[src/design/mbde_pkg.sv]
// ----------------------------------------------------------------------------
// mbde_pkg
// Shared types and constants of the monochrome bitmap draw engine.
// ----------------------------------------------------------------------------
package mbde_pkg;

    localparam int MAX_WIDTH_DEF  = 512;
    localparam int MAX_HEIGHT_DEF = 512;

    localparam int REQ_W   = 3;   // command code
    localparam int COORD_W = 15;  // input coordinates
    localparam int RAD_W   = 14;  // radius
    localparam int DATA_W  = 8;   // pixels per read
    localparam int CFG_W   = 10;  // page size registers
    localparam int APB_AW  = 3;
    localparam int APB_DW  = 32;

    // internal coordinate width: center +- radius fits
    localparam int CW = 18;
    // magnitude of a line delta
    localparam int DW = 16;

    localparam int QDEPTH = 2;

    localparam logic REG_PAGE_WIDTH  = 1'b0;
    localparam logic REG_PAGE_HEIGHT = 1'b1;

    typedef enum logic [REQ_W-1:0] {
        CMD_CLEAR  = 3'd0,
        CMD_POINT  = 3'd1,
        CMD_RECT   = 3'd2,
        CMD_LINE   = 3'd3,
        CMD_DISC   = 3'd4,
        CMD_CIRCLE = 3'd5,
        CMD_READ   = 3'd6,
        CMD_NOP    = 3'd7
    } t_cmd;

    typedef enum logic [1:0] {
        OP_SET,
        OP_CLEAR,
        OP_READ
    } t_op_kind;

    typedef enum logic [3:0] {
        ST_INIT,
        ST_IDLE,
        ST_CLEAR,
        ST_POINT,
        ST_RECT_SETUP,
        ST_RECT,
        ST_LINE,
        ST_DISC_ADJ,
        ST_SPAN_SETUP,
        ST_SPAN,
        ST_DISC_NEXT,
        ST_OUT,
        ST_READ,
        ST_DRAIN
    } t_back_state;

    // classified command, as queued between front and back
    typedef struct packed {
        t_cmd                    cmd;
        logic signed [CW-1:0]    xa;
        logic signed [CW-1:0]    ya;
        logic signed [CW-1:0]    xb;
        logic signed [CW-1:0]    yb;
        logic [RAD_W-1:0]        radius;
        logic [DW-1:0]           dmaj_abs;
        logic [DW-1:0]           dmin_abs;
        logic                    ymajor;
        logic                    maj_neg;
        logic                    min_neg;
    } t_entry;

    typedef struct packed {
        logic valid;
        logic pop;
    } t_queue_ctl;

    typedef struct packed {
        logic init_busy;
    } t_back_status;

endpackage

[src/design/mbde_front.sv]
// ----------------------------------------------------------------------------
// mbde_front
// Accepts commands, classifies them (line deltas, major axis) and queues them.
// ----------------------------------------------------------------------------
module mbde_front (
    input  logic                                   i_clk,
    input  logic                                   i_rst_n,
    input  logic                                   i_start,
    output logic                                   o_busy,
    input  logic [mbde_pkg::REQ_W-1:0]             i_req_type,
    input  logic signed [mbde_pkg::COORD_W-1:0]    i_x_a,
    input  logic signed [mbde_pkg::COORD_W-1:0]    i_y_a,
    input  logic signed [mbde_pkg::COORD_W-1:0]    i_x_b,
    input  logic signed [mbde_pkg::COORD_W-1:0]    i_y_b,
    input  logic [mbde_pkg::RAD_W-1:0]             i_radius,
    input  mbde_pkg::t_back_status                 i_status,
    input  logic                                   i_pop,
    output mbde_pkg::t_queue_ctl                   o_ctl,
    output mbde_pkg::t_entry                       o_head
);

    localparam int CW  = mbde_pkg::CW;
    localparam int DW  = mbde_pkg::DW;
    localparam int QD  = mbde_pkg::QDEPTH;
    localparam int QPW = $clog2(QD);

    mbde_pkg::t_entry r_q [QD];
    logic [QPW-1:0]   r_wptr;
    logic [QPW-1:0]   r_rptr;
    logic [QPW:0]     r_count;

    logic                 accept;
    logic                 full;
    logic                 empty;
    logic signed [CW-1:0] dx;
    logic signed [CW-1:0] dy;
    logic [DW-1:0]        adx;
    logic [DW-1:0]        ady;
    logic                 ymajor;
    mbde_pkg::t_entry     entry;

    assign full   = (r_count == (QPW+1)'(QD));
    assign empty  = (r_count == '0);
    assign o_busy = full || i_status.init_busy;
    assign accept = i_start && !o_busy;

    // classification
    always_comb begin
        dx     = CW'(i_x_b) - CW'(i_x_a);
        dy     = CW'(i_y_b) - CW'(i_y_a);
        adx    = dx[CW-1] ? DW'(-dx) : DW'(dx);
        ady    = dy[CW-1] ? DW'(-dy) : DW'(dy);
        ymajor = (adx < ady);

        entry.cmd      = mbde_pkg::t_cmd'(i_req_type);
        entry.xa       = CW'(i_x_a);
        entry.ya       = CW'(i_y_a);
        entry.xb       = CW'(i_x_b);
        entry.yb       = CW'(i_y_b);
        entry.radius   = i_radius;
        entry.ymajor   = ymajor;
        entry.dmaj_abs = ymajor ? ady : adx;
        entry.dmin_abs = ymajor ? adx : ady;
        entry.maj_neg  = ymajor ? dy[CW-1] : dx[CW-1];
        entry.min_neg  = ymajor ? dx[CW-1] : dy[CW-1];
    end

    always_ff @(posedge i_clk) begin
        if (accept) begin
            r_q[r_wptr] <= entry;
        end
    end

    always_ff @(posedge i_clk) begin
        if (!i_rst_n) begin
            r_wptr  <= '0;
            r_rptr  <= '0;
            r_count <= '0;
        end else begin
            if (accept) begin
                r_wptr <= r_wptr + 1'b1;
            end
            if (i_pop && !empty) begin
                r_rptr <= r_rptr + 1'b1;
            end
            r_count <= r_count + (QPW+1)'(accept) - (QPW+1)'(i_pop && !empty);
        end
    end

    assign o_ctl.valid = !empty;
    assign o_ctl.pop   = i_pop && !empty;
    assign o_head      = r_q[r_rptr];

endmodule

[config.mk]
export PLATFORM = sky130hd
export DESIGN_NAME = mbde_front
export DESIGN_NICKNAME = d
export VERILOG_FILES = /design/src/design/mbde_pkg.sv /design/src/design/mbde_front.sv
export SDC_FILE = /design/constraint.sdc
export NUM_CORES = 1
export LEC_CHECK = 0
export ABC_AREA = 1
export BUFFER_PORTS_ARGS = -buffer_cell sky130_fd_sc_hd__buf_2
export CAP_MARGIN = 20
export CORE_ASPECT_RATIO = 2
export CORE_UTILIZATION = 50
export DETAILED_ROUTE_END_ITERATION = 12
export HOLD_SLACK_MARGIN = 0.1
export PLACE_DENSITY = 0.72
export SLEW_MARGIN = 10
export SYNTH_ARGS = -nofsm -noshare
export SYNTH_HDL_FRONTEND = slang
export SYNTH_SLANG_ARGS = --single-unit
[constraint.sdc]
create_clock -name i_clk -period 13.3 [get_ports i_clk]
set_input_delay 1.995 -clock i_clk [delete_from_list [all_inputs] [get_ports i_clk]]
set_output_delay 1.995 -clock i_clk [all_outputs]
set_load 0.05 [all_outputs]
# == After elaboration in Yosys (flattened, before gate mapping) ==
# Memory sizes are Yosys's and may differ from the RTL's. A register that Yosys moved wholly into a read port is not among the register bits.
# Index checks and enable logic that the tools add are counted.
# classes
eq_ne,1
n_mul,0
addsub,8
n_reduce_logical,6
order_cmp,1
n_shift,0
n_bitwise,0
div,0
n_mux,10
# op_table
op,n
16-bit 2-to-1 mux,4
16-bit negator,2
15-bit by 15-bit subtractor with 16-bit output,2
16-bit < comparator,1
1-bit 2-to-1 mux,6
"1-bit adder, second input constant",2
2-bit by 1-bit adder with 2-bit output,1
"2-bit == test, second input constant",1
1-bit logical AND,2
1-bit logical NOT,2
2-bit logical NOT,1
2-bit by 1-bit subtractor with 2-bit output,1
1-bit logical OR,1
# word_totals
n_memories,1
latchBits,0
output_inout_bits,127
inputBits,82
mem_bits_ro,0
ramBits,248
ff_bits,4
elab_cells,30
# mem_list
name,depth,word_bits,read_ports,rd_clocked_by_memory_dff,wr,line_no,rtl
r_q,2,124,1,1,1,mbde_front.sv:27,mbde_pkg::t_entry r_q [QD];

# == Logic depth before layout (Yosys ltp) ==
# logic_depth
word_depth,6
depth_mapped,28
ltp_nobuf,26

# == Worst setup path after synthesis ==
# OpenSTA, ideal clock, no wires.
# synth_timing
kind,input port to flip-flop
from,input port i_status
to,memory r_q[0][0] (netlist bit) (enable)
setup_time_ns,0.585
t_arrival_ns,6.870
path_slack_ns,5.845
stages,3
cell_sequence,inv_1 -> nand3_1 -> nor2_1
# synth_via
elab_chain_cells,5
# synth_rtl
item,line_no,rtl
"start, declared",mbde_front.sv:16,"input mbde_pkg::t_back_status i_status,"
1-bit logical OR,mbde_front.sv:44,assign o_busy = full || i_status.init_busy;
1-bit logical NOT,mbde_front.sv:45,assign accept = i_start && !o_busy;
1-bit logical AND,mbde_front.sv:45,
1-bit 2-to-1 mux,mbde_front.sv:69,if (accept) begin
1-bit 2-to-1 mux (implied by the code),mbde_front.sv:70,r_q[r_wptr] <= entry;
"end, declared",mbde_front.sv:27,
# Every way passes these cells.

==> impl_metrics.json <==
{
  "rr_startpoint": "r_count[0]",
  "violations": "DRC",
  "arrival_ns": 5.92,
  "clk_pin_slew_ns": 0.06,
  "synth_top_cell_by_area": "edfxtp_1",
  "power_density_mw_per_mm2": 188,
  "die_width_um": 112,
  "cp.required_ns": 13.49,
  "die_area_mm2": 0.0248,
  "cts_resized": 0,
  "max-vdd-ir-drop_uv": 155,
  "dpl_worst_slack_ns": 7.11,
  "syn_avg_cell_area_um2": 10.8,
  "switching_share_pct": 41.4,
  "setup_violations": 0,
  "final-seq-area_mm2": 0.00683,
  "grt_max_degree": 71,
  "grt_pass1_vias": 8580,
  "clk_latency_ns": 0.53,
  "drt_wl_total_mm": 25.7,
  "ys_warn_count": 0,
  "antenna_found_initial": 0,
  "dp_hpwl_mm": 19.2,
  "ant_nets": 0,
  "track_usage_pct": 21.1,
  "post_cts_buffers": 0,
  "power_frac_comb_pct": 42.0,
  "async_reset_ff_share_pct": 0,
  "maxCapViolCount": 0,
  "vias": 8379,
  "net-switching-power_uw": 1090,
  "gp_congestion": 0.894,
  "status": "complete, but fails checks",
  "synth_seq_area_share_pct": 56.6,
  "hp-class": "reg2reg",
  "crit_start": "i_y_b[0]",
  "startpoint_type": "input pin",
  "relSlewSlack_pct": 35.0,
  "yosys.cell_count.top_type": "nand2_1",
  "syn_area_mm2": 0.0121,
  "yosys-top-cells-count": "nand2_1 (280), edfxtp_1 (224), inv_1 (140)",
  "postCtsHoldBufs": 0,
  "worst_setup_path_end_kind": "flip-flop",
  "htreeDepth": 1,
  "fin_skew_ns": 0.0235,
  "fp.coreArea_mm2": 0.0237,
  "min_period_over_period_pct": 43.0,
  "internal_power_uw": 1540,
  "ios": 209,
  "cts-root-buf": "clkbuf_16",
  "grt.overflow.total": 0,
  "worst_pin_slew_ns": 0.975,
  "worstSetupPathType": "in2reg",
  "io_buffer_count": 208,
  "wl_per_cell_um": 15.9,
  "ys_ff_latch": 229,
  "p_seq_share_pct": 36.4,
  "nFillCells": 2034,
  "syn_inst": 1112,
  "p_leak_uw": 0.00611,
  "hold_start": "r_rptr",
  "multi_input_area_mm2": 0.00452,
  "clockPowerShare_pct": 21.5,
  "setup_slack_ns": 7.57,
  "rsz0062_at_grt": "false",
  "cts_buffers": 21,
  "cts_buffer_depth": 3,
  "syn-num-nets": 1245,
  "drive_gt1_share_pct": 30.2,
  "drt-pass1-iter-count": 9,
  "drc_errors": 14,
  "drt_iter0_drc": 314,
  "via_per_inst": 5.18,
  "synth_ff_type": "edfxtp_1",
  "synth_top_area_share_pct": 55.8,
  "die_h_um": 222,
  "cp_max_fo": 33,
  "n_antenna_cell": 0,
  "hold_viol_final": 0,
  "synth-edff-count": 224,
  "cts_tree": "yes",
  "finalNetCount": 1449,
  "tns_ns": 0,
  "timing.final.max_slew_violations": 0,
  "fmax_ghz": 0.175,
  "finalCriticalPeriod_ns": 5.73,
  "area_growth_pct": 15.8,
  "rows": 80,
  "grt_pass1_wl_mm": 40.9,
  "synth_cell_types": 43,
  "start_util_pct": 50.9,
  "synth.area.top_cells": "edfxtp_1 (56%), mux2_2 (10%), nand2_1 (8.7%), ha_1 (5.1%), inv_1 (4.4%)",
  "cts.sinks": 229
}
[stage by stage]
stage               utilization [%]  power, uW  hold slack (ns)  area [um^2]  std cells
detailed placement             56.2       2080            0.446        13300       1580
global placement               56.2       2060            0.426        13300       1580
finish                         58.9       2620            0.456        14000       1617
global route                   58.9       2750            0.477        14000       1617
floorplan                         -       1840            0.425        12100       1112
CTS                            58.9       2650            0.456        14000       1617
[power by group through the flow]
| stage | clock (uW) | sequential [uW] | combinational, uW |
|---|---|---|---|
| after floorplan | 0 | 956 | 885 |
| after global placement | 0 | 970 | 1090 |
| after detailed placement | 0 | 973 | 1110 |
| after CTS | 580 | 958 | 1110 |
| after global routing | 601 | 965 | 1190 |
| final | 565 | 956 | 1100 |
[kinds of logic (layout without fill, tap and decap cells)]
kind of cell,count (synthesis),count (layout),share of synthesized area (%)
AND/OR/NAND/NOR,449,449,16.3
adder cells (fa/ha/maj),51,51,5.41
multiplexers,114,114,10.6
XOR/XNOR,21,21,1.71
flip-flops,229,229,56.6
AO/OA/AOI/OAI,71,71,3.22
buffers and inverters,177,395,6.11
[final timing paths]
path / end / depth (start not counted) / slack (ns)
max: r_q[0][10] / 23 / 7.57
min: flip-flop / 1 / 0.46
max reg2reg: r_q[0][16] / 6 / 10.49
min reg2reg: flip-flop / 1 / 0.46
[state kept, by name, summed over array words and instances, names as in the netlist, named ones only]
name     cells
r_q        224
r_wptr       1
r_count      2
r_rptr       1
[layer usage]
layer	global-route usage [%]	vias up	share of wire [%]
met5	0	-	0
met4	11.9	0	5.0
met3	2.52	70	4.1
met2	42.6	202	57
met1	19.8	3928	34
li1	-	4179	-
[critical path, cell delays in order]
cell and delay [ns]:
buf_2 0.11, inv_1 0.07, ha_1 0.20, fa_1 0.41, inv_1 0.13, nand3_1 0.10
nand2_1 0.14, nand2_1 0.08, nand2_1 0.06, nand2_1 0.04, nand2_1 0.08, inv_1 0.09
nor2_1 0.14, nand2_1 0.10, nor3_2 0.25, nand3_1 0.12, ha_1 0.33, a21oi_1 0.13
o21ai_0 0.13, a21oi_1 0.13, nand2_1 0.08, inv_1 0.69, o21ai_0 0.30
[cell type report]
class                           count  area share, %
Sequential cell                   229           48.9
Multi-Input combinational cell    706           32.3
Timing Repair Buffer              214           7.78
Inverter                          144           3.91
Clock buffer                       25           3.87
Tap cell                          287           2.57
Clock inverter                     12          0.645
[placed cells by master, fill, tap and decap left out, drive strengths merged]
master    count
a21o          1
a21oi        33
a31oi         1
and2          2
buf         214
bufinv        1
clkbuf       25
clkinv        8
clkinvlp      2
dfxtp         5
edfxtp      224
fa            2
ha           49
inv         145
mux2        112
mux2i         2
nand2       298
nand3        71
nand3b        3
nand4        12
nor2         55
nor3          6
o21a          1
o21ai        32
o21bai        3
or2           2
xnor2         4
xor2         17
(Power assumes the default switching activity.)
